==> src/fpq_pkg.sv <==
// Shared constants, types and helper functions of the fp32 to uint8 quantizer.
package fpq_pkg;

   localparam int FP_W   = 32;
   localparam int SIG_W  = 24;
   localparam int CSR_IDX_W = 1;

   localparam logic [CSR_IDX_W-1:0] CSR_SCALE = 1'b0;
   localparam logic [CSR_IDX_W-1:0] CSR_BIAS  = 1'b1;

   localparam logic [FP_W-1:0] SCALE_RESET = 32'h3F80_0000;
   localparam logic [FP_W-1:0] BIAS_RESET  = 32'h0000_0000;
   localparam logic [FP_W-1:0] QNAN        = 32'h7FC0_0000;

   typedef struct packed {
      logic en;
      logic valid;
   } stage_ctl_type;

   // normalized operand: sig has its MSB set unless the operand is zero
   typedef struct packed {
      logic              sign;
      logic              nan;
      logic              inf;
      logic              zero;
      logic signed [9:0] exp;
      logic [SIG_W-1:0]  sig;
   } op_type;

   function automatic logic [4:0] lzc24(input logic [23:0] v);
      logic [4:0] n;
      n = 5'd24;
      for (int i = 0; i < 24; i++) begin
         if (v[i]) n = 5'(23 - i);
      end
      return n;
   endfunction

   function automatic logic [4:0] lzc27(input logic [26:0] v);
      logic [4:0] n;
      n = 5'd27;
      for (int i = 0; i < 27; i++) begin
         if (v[i]) n = 5'(26 - i);
      end
      return n;
   endfunction

   function automatic op_type norm_op(input logic [FP_W-1:0] b);
      op_type     o;
      logic [7:0] e;
      logic [7:0] eff;
      logic [23:0] sig;
      logic [4:0] lz;
      e     = b[30:23];
      eff   = (e == 8'd0) ? 8'd1 : e;
      sig   = {e != 8'd0, b[22:0]};
      lz    = lzc24(sig);
      o.sign = b[31];
      o.nan  = (e == 8'hFF) && (b[22:0] != 23'd0);
      o.inf  = (e == 8'hFF) && (b[22:0] == 23'd0);
      o.zero = (b[30:0] == 31'd0);
      o.sig  = sig << lz;
      o.exp  = $signed({2'b00, eff} - {5'd0, lz});
      return o;
   endfunction

endpackage

==> src/fpq_mul.sv <==
// Four-stage binary32 multiplier, round to nearest even, full subnormal support.
module fpq_mul import fpq_pkg::*; (
   input  logic              clock,
   input  logic              reset,
   input  stage_ctl_type     ctl,
   input  logic [FP_W-1:0]   a_bits,
   input  logic [FP_W-1:0]   b_bits,
   output logic [FP_W-1:0]   prod_bits,
   output logic              out_valid
);

   localparam int STAGES = 4;

   logic [STAGES-1:0] v_ff, v_in;

   // stage 1: unpack and normalize operands
   op_type oa, ob;
   logic               s1_sign_ff, s1_nan_ff, s1_inf_ff, s1_zero_ff;
   logic signed [10:0] s1_exp_ff, s1_exp_in;
   logic [SIG_W-1:0]   s1_siga_ff, s1_sigb_ff;

   // stage 2: product
   logic               s2_sign_ff, s2_nan_ff, s2_inf_ff, s2_zero_ff;
   logic signed [10:0] s2_exp_ff;
   logic [47:0]        s2_prod_ff, s2_prod_in;

   // stage 3: normalize and denormalize shift
   logic [47:0]        pn, shifted;
   logic signed [10:0] e3, diff;
   logic [4:0]         sh;
   logic               lost;
   logic               s3_sign_ff, s3_nan_ff, s3_inf_ff, s3_zero_ff, s3_ovf_ff;
   logic [7:0]         s3_exp_ff;
   logic [23:0]        s3_keep_ff;
   logic               s3_g_ff, s3_st_ff;

   // stage 4: round and pack
   logic [30:0]        field, rnd;
   logic               inc;
   logic [FP_W-1:0]    prod_in;

   assign oa = norm_op(a_bits);
   assign ob = norm_op(b_bits);
   assign s1_exp_in = 11'({oa.exp[9], oa.exp}) + 11'({ob.exp[9], ob.exp}) - 11'sd127;

   assign s2_prod_in = s1_siga_ff * s1_sigb_ff;

   always_comb begin
      pn   = s2_prod_ff[47] ? s2_prod_ff : {s2_prod_ff[46:0], 1'b0};
      e3   = s2_exp_ff + (s2_prod_ff[47] ? 11'sd1 : 11'sd0);
      diff = 11'sd1 - e3;
      if (e3 >= 11'sd1) begin
         sh = 5'd0;
      end else if (diff > 11'sd26) begin
         sh = 5'd26;
      end else begin
         sh = diff[4:0];
      end
      shifted = pn >> sh;
      lost    = |(pn & ~({48{1'b1}} << sh));
   end

   always_comb begin
      field = {s3_keep_ff[23] ? s3_exp_ff : 8'd0, s3_keep_ff[22:0]};
      inc   = s3_g_ff & (s3_st_ff | s3_keep_ff[0]);
      rnd   = field + {30'd0, inc};
      if (s3_nan_ff) begin
         prod_in = QNAN;
      end else if (s3_inf_ff) begin
         prod_in = {s3_sign_ff, 8'hFF, 23'd0};
      end else if (s3_zero_ff) begin
         prod_in = {s3_sign_ff, 31'd0};
      end else if (s3_ovf_ff) begin
         prod_in = {s3_sign_ff, 8'hFF, 23'd0};
      end else begin
         prod_in = {s3_sign_ff, rnd};
      end
   end

   assign v_in = {v_ff[STAGES-2:0], ctl.valid};

   always_ff @(posedge clock) begin
      if (reset) begin
         v_ff <= '0;
      end else if (ctl.en) begin
         v_ff <= v_in;
      end
   end

   always_ff @(posedge clock) begin
      if (ctl.en) begin
         s1_sign_ff <= oa.sign ^ ob.sign;
         s1_nan_ff  <= oa.nan | ob.nan | (oa.inf & ob.zero) | (oa.zero & ob.inf);
         s1_inf_ff  <= oa.inf | ob.inf;
         s1_zero_ff <= oa.zero | ob.zero;
         s1_exp_ff  <= s1_exp_in;
         s1_siga_ff <= oa.sig;
         s1_sigb_ff <= ob.sig;

         s2_sign_ff <= s1_sign_ff;
         s2_nan_ff  <= s1_nan_ff;
         s2_inf_ff  <= s1_inf_ff;
         s2_zero_ff <= s1_zero_ff;
         s2_exp_ff  <= s1_exp_ff;
         s2_prod_ff <= s2_prod_in;

         s3_sign_ff <= s2_sign_ff;
         s3_nan_ff  <= s2_nan_ff;
         s3_inf_ff  <= s2_inf_ff;
         s3_zero_ff <= s2_zero_ff;
         s3_ovf_ff  <= e3 >= 11'sd255;
         s3_exp_ff  <= e3[7:0];
         s3_keep_ff <= shifted[47:24];
         s3_g_ff    <= shifted[23];
         s3_st_ff   <= (|shifted[22:0]) | lost;

         prod_bits  <= prod_in;
      end
   end

   assign out_valid = v_ff[STAGES-1];

`ifndef SYNTH
   a_enter: assert property (@(posedge clock) disable iff (reset)
      ctl.valid && ctl.en |=> v_ff[0])
      else $error("accepted word did not enter the multiplier");
   a_hold: assert property (@(posedge clock) disable iff (reset)
      !ctl.en |=> $stable(v_ff))
      else $error("multiplier valid bits moved while stalled");
   a_shift: assert property (@(posedge clock) disable iff (reset)
      ctl.en |=> v_ff[STAGES-1:1] == $past(v_ff[STAGES-2:0]))
      else $error("multiplier valid bits lost or repeated");
`endif

endmodule

==> src/fpq_add.sv <==
// Four-stage binary32 adder, round to nearest even, full subnormal support.
module fpq_add import fpq_pkg::*; (
   input  logic              clock,
   input  logic              reset,
   input  stage_ctl_type     ctl,
   input  logic [FP_W-1:0]   a_bits,
   input  logic [FP_W-1:0]   b_bits,
   output logic [FP_W-1:0]   sum_bits,
   output logic              out_valid
);

   localparam int STAGES = 4;

   logic [STAGES-1:0] v_ff, v_in;

   // stage 1: order by magnitude
   logic [FP_W-1:0] big, lit;
   logic            swap, a_nan, b_nan, a_inf, b_inf;
   logic [7:0]      ea, eb;
   logic            s1_sign_ff, s1_sub_ff, s1_nan_ff, s1_inf_ff, s1_isgn_ff;
   logic [7:0]      s1_ea_ff, s1_d_ff;
   logic [23:0]     s1_siga_ff, s1_sigb_ff;

   // stage 2: align and add
   logic [26:0]     bext, bsh, bal, a27;
   logic [4:0]      ash;
   logic            alost;
   logic [27:0]     s2_sum_in;
   logic            s2_sign_ff, s2_nan_ff, s2_inf_ff, s2_isgn_ff;
   logic [7:0]      s2_ea_ff;
   logic [27:0]     s2_sum_ff;

   // stage 3: normalize
   logic [4:0]      lz, shl;
   logic [7:0]      lim;
   logic [26:0]     sn_in;
   logic [8:0]      e_in;
   logic            s3_sign_ff, s3_nan_ff, s3_inf_ff, s3_isgn_ff;
   logic [26:0]     s3_sn_ff;
   logic [8:0]      s3_e_ff;

   // stage 4: round and pack
   logic [23:0]     keep;
   logic [30:0]     field, rnd;
   logic            inc;
   logic [FP_W-1:0] sum_in;

   always_comb begin
      swap  = b_bits[30:0] > a_bits[30:0];
      big   = swap ? b_bits : a_bits;
      lit   = swap ? a_bits : b_bits;
      ea    = (big[30:23] == 8'd0) ? 8'd1 : big[30:23];
      eb    = (lit[30:23] == 8'd0) ? 8'd1 : lit[30:23];
      a_nan = (a_bits[30:23] == 8'hFF) && (a_bits[22:0] != 23'd0);
      b_nan = (b_bits[30:23] == 8'hFF) && (b_bits[22:0] != 23'd0);
      a_inf = (a_bits[30:23] == 8'hFF) && (a_bits[22:0] == 23'd0);
      b_inf = (b_bits[30:23] == 8'hFF) && (b_bits[22:0] == 23'd0);
   end

   always_comb begin
      bext  = {s1_sigb_ff, 3'b000};
      ash   = (s1_d_ff > 8'd27) ? 5'd27 : s1_d_ff[4:0];
      bsh   = bext >> ash;
      alost = |(bext & ~({27{1'b1}} << ash));
      bal   = {bsh[26:1], bsh[0] | alost};
      a27   = {s1_siga_ff, 3'b000};
      s2_sum_in = s1_sub_ff ? ({1'b0, a27} - {1'b0, bal}) : ({1'b0, a27} + {1'b0, bal});
   end

   always_comb begin
      lz  = lzc27(s2_sum_ff[26:0]);
      lim = s2_ea_ff - 8'd1;
      shl = ({3'd0, lz} > lim) ? lim[4:0] : lz;
      if (s2_sum_ff[27]) begin
         sn_in = {s2_sum_ff[27:2], s2_sum_ff[1] | s2_sum_ff[0]};
         e_in  = {1'b0, s2_ea_ff} + 9'd1;
      end else begin
         sn_in = s2_sum_ff[26:0] << shl;
         e_in  = {1'b0, s2_ea_ff} - {4'd0, shl};
      end
   end

   always_comb begin
      keep  = s3_sn_ff[26:3];
      field = {keep[23] ? s3_e_ff[7:0] : 8'd0, keep[22:0]};
      inc   = s3_sn_ff[2] & ((|s3_sn_ff[1:0]) | keep[0]);
      rnd   = field + {30'd0, inc};
      if (s3_nan_ff) begin
         sum_in = QNAN;
      end else if (s3_inf_ff) begin
         sum_in = {s3_isgn_ff, 8'hFF, 23'd0};
      end else if (s3_e_ff >= 9'd255) begin
         sum_in = {s3_sign_ff, 8'hFF, 23'd0};
      end else begin
         sum_in = {s3_sign_ff, rnd};
      end
   end

   assign v_in = {v_ff[STAGES-2:0], ctl.valid};

   always_ff @(posedge clock) begin
      if (reset) begin
         v_ff <= '0;
      end else if (ctl.en) begin
         v_ff <= v_in;
      end
   end

   always_ff @(posedge clock) begin
      if (ctl.en) begin
         s1_sign_ff <= big[31];
         s1_sub_ff  <= big[31] ^ lit[31];
         s1_nan_ff  <= a_nan | b_nan | (a_inf & b_inf & (a_bits[31] != b_bits[31]));
         s1_inf_ff  <= a_inf | b_inf;
         s1_isgn_ff <= a_inf ? a_bits[31] : b_bits[31];
         s1_ea_ff   <= ea;
         s1_d_ff    <= ea - eb;
         s1_siga_ff <= {big[30:23] != 8'd0, big[22:0]};
         s1_sigb_ff <= {lit[30:23] != 8'd0, lit[22:0]};

         s2_sign_ff <= s1_sign_ff;
         s2_nan_ff  <= s1_nan_ff;
         s2_inf_ff  <= s1_inf_ff;
         s2_isgn_ff <= s1_isgn_ff;
         s2_ea_ff   <= s1_ea_ff;
         s2_sum_ff  <= s2_sum_in;

         s3_sign_ff <= s2_sign_ff;
         s3_nan_ff  <= s2_nan_ff;
         s3_inf_ff  <= s2_inf_ff;
         s3_isgn_ff <= s2_isgn_ff;
         s3_sn_ff   <= sn_in;
         s3_e_ff    <= e_in;

         sum_bits   <= sum_in;
      end
   end

   assign out_valid = v_ff[STAGES-1];

endmodule

==> src/fpq_cvt.sv <==
// Output stage: binary32 to integer, ties to even, saturated to 0..255.
module fpq_cvt import fpq_pkg::*; (
   input  logic              clock,
   input  logic              reset,
   input  stage_ctl_type     ctl,
   input  logic [FP_W-1:0]   in_bits,
   output logic [7:0]        quantized,
   output logic              out_valid
);

   logic        valid_ff;
   logic [7:0]  e;
   logic [3:0]  k;
   logic [31:0] w;
   logic [8:0]  rnd;
   logic [7:0]  q_in;

   assign e = in_bits[30:23];
   assign k = 4'(e - 8'd126);

   always_comb begin
      // value = w * 2^-24 for exponents 126..134
      w   = {8'd0, 1'b1, in_bits[22:0]} << k;
      rnd = {1'b0, w[31:24]} + {8'd0, w[23] & ((|w[22:0]) | w[24])};
      if (e == 8'hFF && in_bits[22:0] != 23'd0) begin
         q_in = 8'd0;
      end else if (in_bits[31]) begin
         q_in = 8'd0;
      end else if (e >= 8'd135) begin
         q_in = 8'd255;
      end else if (e < 8'd126) begin
         q_in = 8'd0;
      end else if (rnd[8]) begin
         q_in = 8'd255;
      end else begin
         q_in = rnd[7:0];
      end
   end

   always_ff @(posedge clock) begin
      if (reset) begin
         valid_ff <= 1'b0;
      end else if (ctl.en) begin
         valid_ff <= ctl.valid;
      end
   end

   always_ff @(posedge clock) begin
      if (ctl.en) begin
         quantized <= q_in;
      end
   end

   assign out_valid = valid_ff;

endmodule

==> src/fp32_to_uint8_affine_quantizer.sv <==
// Top level of the fp32 to uint8 affine quantizer.
// Each word is one binary32 sample; the result is round(sample*scale + bias) clamped to
// 0..255, with the product and the sum each rounded to nearest even in binary32, NaN
// giving 0. The datapath is a nine-stage pipeline (four for the multiplier, four for the
// adder, one for integer conversion) that takes one sample every cycle unless stalled.
// A result-side stall with a valid result freezes the pipeline while it lasts. Scale and
// bias are to be written through the csr port while idle; the block does not check it.
module fp32_to_uint8_affine_quantizer import fpq_pkg::*; (
   input  logic                 clock,
   input  logic                 reset,
   input  logic                 req_valid,
   output logic                 req_stall,
   input  logic [FP_W-1:0]      req_sample_bits,
   output logic                 rsp_valid,
   input  logic                 rsp_stall,
   output logic [7:0]           rsp_quantized,
   input  logic                 csr_write_enable,
   input  logic [CSR_IDX_W-1:0] csr_index,
   input  logic [FP_W-1:0]      csr_write_data
);

   logic [FP_W-1:0] scale_ff, scale_in, bias_ff, bias_in;
   logic            en;
   logic [FP_W-1:0] prod_bits, sum_bits;
   logic            mul_valid, add_valid;
   stage_ctl_type   mul_ctl, add_ctl, cvt_ctl;

   always_comb begin
      scale_in = scale_ff;
      bias_in  = bias_ff;
      if (csr_write_enable) begin
         unique case (csr_index)
            CSR_SCALE: scale_in = csr_write_data;
            CSR_BIAS:  bias_in  = csr_write_data;
            default:   ;
         endcase
      end
   end

   always_ff @(posedge clock) begin
      if (reset) begin
         scale_ff <= SCALE_RESET;
         bias_ff  <= BIAS_RESET;
      end else begin
         scale_ff <= scale_in;
         bias_ff  <= bias_in;
      end
   end

   assign en        = !(rsp_valid && rsp_stall);
   assign req_stall = rsp_valid & rsp_stall;

   assign mul_ctl = '{en: en, valid: req_valid};
   assign add_ctl = '{en: en, valid: mul_valid};
   assign cvt_ctl = '{en: en, valid: add_valid};

   fpq_mul u_mul (
      .clock     (clock),
      .reset     (reset),
      .ctl       (mul_ctl),
      .a_bits    (req_sample_bits),
      .b_bits    (scale_ff),
      .prod_bits (prod_bits),
      .out_valid (mul_valid)
   );

   fpq_add u_add (
      .clock     (clock),
      .reset     (reset),
      .ctl       (add_ctl),
      .a_bits    (prod_bits),
      .b_bits    (bias_ff),
      .sum_bits  (sum_bits),
      .out_valid (add_valid)
   );

   fpq_cvt u_cvt (
      .clock     (clock),
      .reset     (reset),
      .ctl       (cvt_ctl),
      .in_bits   (sum_bits),
      .quantized (rsp_quantized),
      .out_valid (rsp_valid)
   );

endmodule
==> config.mk <==
export PLATFORM = sky130hd
export DESIGN_NAME = fp32_to_uint8_affine_quantizer
export DESIGN_NICKNAME = d
export VERILOG_FILES = /design/src/fpq_pkg.sv /design/src/fpq_mul.sv /design/src/fpq_add.sv /design/src/fpq_cvt.sv /design/src/fp32_to_uint8_affine_quantizer.sv
export SDC_FILE = /design/constraint.sdc
export NUM_CORES = 2
export LEC_CHECK = 0
export BUFFER_PORTS_ARGS = -buffer_cell sky130_fd_sc_hd__buf_2
export CORE_UTILIZATION = 45
export CTS_CLUSTER_DIAMETER = 150
export DETAILED_ROUTE_END_ITERATION = 8
export HOLD_SLACK_MARGIN = 0.12
export PLACE_DENSITY_LB_ADDON = 0.08
export SYNTH_ARGS = -nofsm -noshare
export SYNTH_HDL_FRONTEND = slang
export SYNTH_HIERARCHICAL = 1
export SYNTH_SLANG_ARGS = --single-unit
==> constraint.sdc <==
create_clock -name clock -period 19.3 [get_ports clock]
set_input_delay 0.965 -clock clock [delete_from_list [all_inputs] [get_ports clock]]
set_output_delay 0.965 -clock clock [all_outputs]
set_load 0.02 [all_outputs]
==> flow_metrics.py <==
metrics = {
    "setup_path": {
        "r2r_cells": 27,
        "worstPathMaxFanout": 24,
        "cp-start-kind": "flip-flop",
        "r2r_start": "u_mul/s1_sigb_ff[3]$_SDFFCE_PP0P_",
        "critPathCapture": "u_mul/s2_prod_ff[46]$_DFFE_PP_",
        "regToRegSetupSlack_ns": 10.69,
        "crit_type": "flip-flop to flip-flop",
        "critPathLaunch": "u_mul/s1_sigb_ff[3]$_SDFFCE_PP0P_",
        "end_kind": "flip-flop",
        "worst_ep_required_time_ns": 19.71,
        "worst_ep_arrival_time_ns": 9.01,
        "r2r_end": "u_mul/s2_prod_ff[46]$_DFFE_PP_",
    },
    "sta": {
        "setup_viol": 0,
        "hold_slack_ns": 0.397,
        "fmax_mhz": 116,
        "timing.slew.headroom_pct": 10.3,
        "tightest_slew_ns": 1.35,
        "fin_crit_sh_pct": 44.6,
        "min_period_ns": 8.61,
        "finalHoldViolations": 0,
        "finClkSkew_ns": 0.0291,
        "rsz0062_at_grt": "false",
        "fin_tns_setup_ns": 0,
        "setup_ws_ns": 10.69,
        "slew_violations": 0,
    },
    "placement": {
        "dpl_worst_slack_ns": 10.72,
        "globalplace.congestion": 0.934,
        "dp.cells": 6952,
        "portBuffers": 79,
        "dp_hpwl_um": 119000,
    },
    "routing": {
        "drc": 0,
        "routed_wl_um": 154000,
        "dr.pass1.iters": 6,
        "via_count": 40300,
        "ant_nets": 0,
        "wl_per_cell_um": 21.9,
        "drt_iter0_markers": 3007,
        "vias_per_cell": 5.70,
    },
    "die": {
        "num_rows": 123,
        "coreArea_um2": 113000,
        "die_w_um": 341,
        "die_h_um": 341,
        "dieArea_um2": 116000,
        "num_io_pins": 80,
        "start_util_pct": 45.7,
    },
    "cells_and_area": {
        "fin_cells": 7059,
        "nets": 6374,
        "fin_util_pct": 48.6,
        "drive_gt1_share_pct": 7.25,
        "n_fill_cell": 10900,
        "area_growth_pct": 6.46,
    },
    "logic_synthesis": {
        "ys.flop_type": "edfxtp_1",
        "synth_top_cell_by_area": "edfxtp_1",
        "syn-cell-area_um2": 51700,
        "synth_top_cells_by_count": "698 x nand2_1, 653 x inv_1, 486 x fa_1, 386 x edfxtp_1, 360 x nor2_1",
        "synthesis.nets": 6473,
        "yosys_warnings": 6,
        "synthTopCellsByArea": "edfxtp_1 22%, fa_1 19%, ha_1 7.5%, mux2i_1 6.1%, nand2_1 5.1%",
        "ys_types": 122,
        "yosysMostFrequentCell": "nand2_1",
        "synth_top_cell_area_share_pct": 22.4,
        "synth_enable_flop_cells": 386,
        "synth-seq-area-share_pct": 25.3,
        "ys_ff_latch": 459,
        "syn_inst": 5609,
        "avgSynthCellArea_um2": 9.22,
        "postSynth.asyncResetShare_pct": 0,
    },
    "run": {
        "maxCapViolCount": 0,
    },
    "global_routing": {
        "grt_pass1_wl_um": 241000,
        "grt_use_total_pct": 26.7,
        "grt_start_max_net_pins": 143,
        "grt_pass1_vias": 40000,
        "antenna_found_initial": 12,
        "grt.overflow.total": 0,
    },
    "clock_network": {
        "cts.hold.buffers_added": 0,
        "cts_max_level": 2,
        "post_cts_buffers": 0,
        "cts_buffers": 56,
        "path_clk_slew_ns": 0.06,
        "cts_buffer_depth": 3,
        "clk_latency_ns": 0.65,
        "tritoncts": "yes",
        "cts.sinks": 459,
        "cts_resized": 0,
        "cts_root_buf": "clkbuf_16",
    },
    "outcome": {
        "status": "finished, final reports clean",
    },
    "power_and_ir_drop": {
        "vdd.ir_drop.worst_mv": 0.0853,
        "p_leak_nw": 24.1,
        "power_density_nw_per_um2": 129,
    },
    "min_path": {
        "hold_path_class": "flip-flop to flip-flop",
    },
}
## flip-flops by register name (all words and copies together) (netlist names), 9 cells and up
| register | count |
|---|---|
| u_mul/s2_prod_ff | 48 |
| bias_ff | 32 |
| scale_ff | 32 |
| u_add/sum_bits | 32 |
| u_mul/prod_bits | 32 |
| u_add/s2_sum_ff | 28 |
| u_add/s3_sn_ff | 27 |
| u_add/s1_siga_ff | 24 |
| u_add/s1_sigb_ff | 24 |
| u_mul/s1_siga_ff | 24 |
| u_mul/s1_sigb_ff | 24 |
| u_mul/s3_keep_ff | 24 |
| u_mul/s1_exp_ff | 11 |
| u_mul/s2_exp_ff | 11 |
| u_add/s3_e_ff | 9 |
## per-layer routing
layer / track usage, % / routed length, um
met3: 2.94 / 7250
met2: 45.3 / 75300
met1: 35.4 / 66000
met4: 9.11 / 5670
met5: 0 / 67
## area by class of cell
cell class / instances / area [um2] / area share (%)
timing repair buffer: 139 / 858 / 1.56
sequential: 459 / 13100 / 23.7
clock inverter: 25 / 323 / 0.587
multi-input combinational: 4196 / 34900 / 63.4
antenna: 1 / 2.50 / 0.00455
tap: 1500 / 1880 / 3.41
inverter: 658 / 2470 / 4.49
clock buffer: 81 / 1580 / 2.87
## kinds of logic after synthesis
group,Yosys count,share of synthesized area (%)
adder cells (fa/ha/maj),794,26.3
multiplexers,420,8.69
AND/OR/NAND/NOR,1842,17.0
other,1,0.00726
AO/OA/AOI/OAI,963,12.3
buffers and inverters,954,7.44
XOR/XNOR,176,3.00
flip-flops,459,25.3
## layout by cell type, fill, tap and decap left out, drive strengths merged, types with 204 or more instances in the layout
| cell | instances |
|---|---|
| nor2 | 366 |
| o21ai | 204 |
| mux2i | 315 |
| inv | 657 |
| nand2 | 700 |
| a21oi | 258 |
| fa | 486 |
| ha | 308 |
| edfxtp | 386 |
| and2 | 224 |
## critical path: stages, from the launching register on
cell	delay (ns)
edfxtp_1	1.05
nand2_1	0.19
fa_1	0.57
inv_1	0.05
fa_1	0.48
fa_1	0.55
inv_1	0.06
fa_1	0.50
inv_1	0.05
fa_1	0.55
inv_1	0.05
fa_1	0.47
inv_1	0.05
fa_1	0.43
ha_1	0.37
a21o_1	0.20
a21oi_1	0.17
nor2b_1	0.08
a311o_1	0.32
a21oi_1	0.40
o41ai_1	0.27
a211oi_1	0.48
o21ai_0	0.20
a21o_1	0.21
o221ai_1	0.25
o21bai_1	0.10
a21oi_1	0.18
xnor2_1	0.08
## worst min-delay path by stage
| stage | from | endpoint | slack (ns) | cells past startpoint |
|---|---|---|---|---|
| after floorplan | u_add/s1_ea_ff[0]$_DFFE_PP_ | u_add/s2_ea_ff[0]$_DFFE_PP_ | 0.40 | 0 |
| after global placement | u_mul/s2_zero_ff$_DFFE_PP_ | u_mul/s3_zero_ff$_DFFE_PP_ | 0.40 | 0 |
| after detailed placement | u_add/s2_isgn_ff$_DFFE_PP_ | u_add/s3_isgn_ff$_DFFE_PP_ | 0.41 | 0 |
| after CTS | u_add/s2_isgn_ff$_DFFE_PP_ | u_add/s3_isgn_ff$_DFFE_PP_ | 0.40 | 0 |
| after global routing | u_add/s2_isgn_ff$_DFFE_PP_ | u_add/s3_isgn_ff$_DFFE_PP_ | 0.41 | 0 |
| final | u_add/s2_isgn_ff$_DFFE_PP_ | u_add/s3_isgn_ff$_DFFE_PP_ | 0.40 | 0 |
## power by group
group / switching [mW] / internal (mW)
sequential: 0.367 / 1.55
clock: 0.439 / 0.641
combinational: 2.51 / 1.62
## per-stage QoR
stage	power (mW)	instance area [um2]
after floorplan	4.75	51700
after global placement	6.03	53100
after detailed placement	6.01	53100
after CTS	7.14	55000
after global routing	7.66	55000
final	7.12	55000
(Power assumes the default switching activity.)
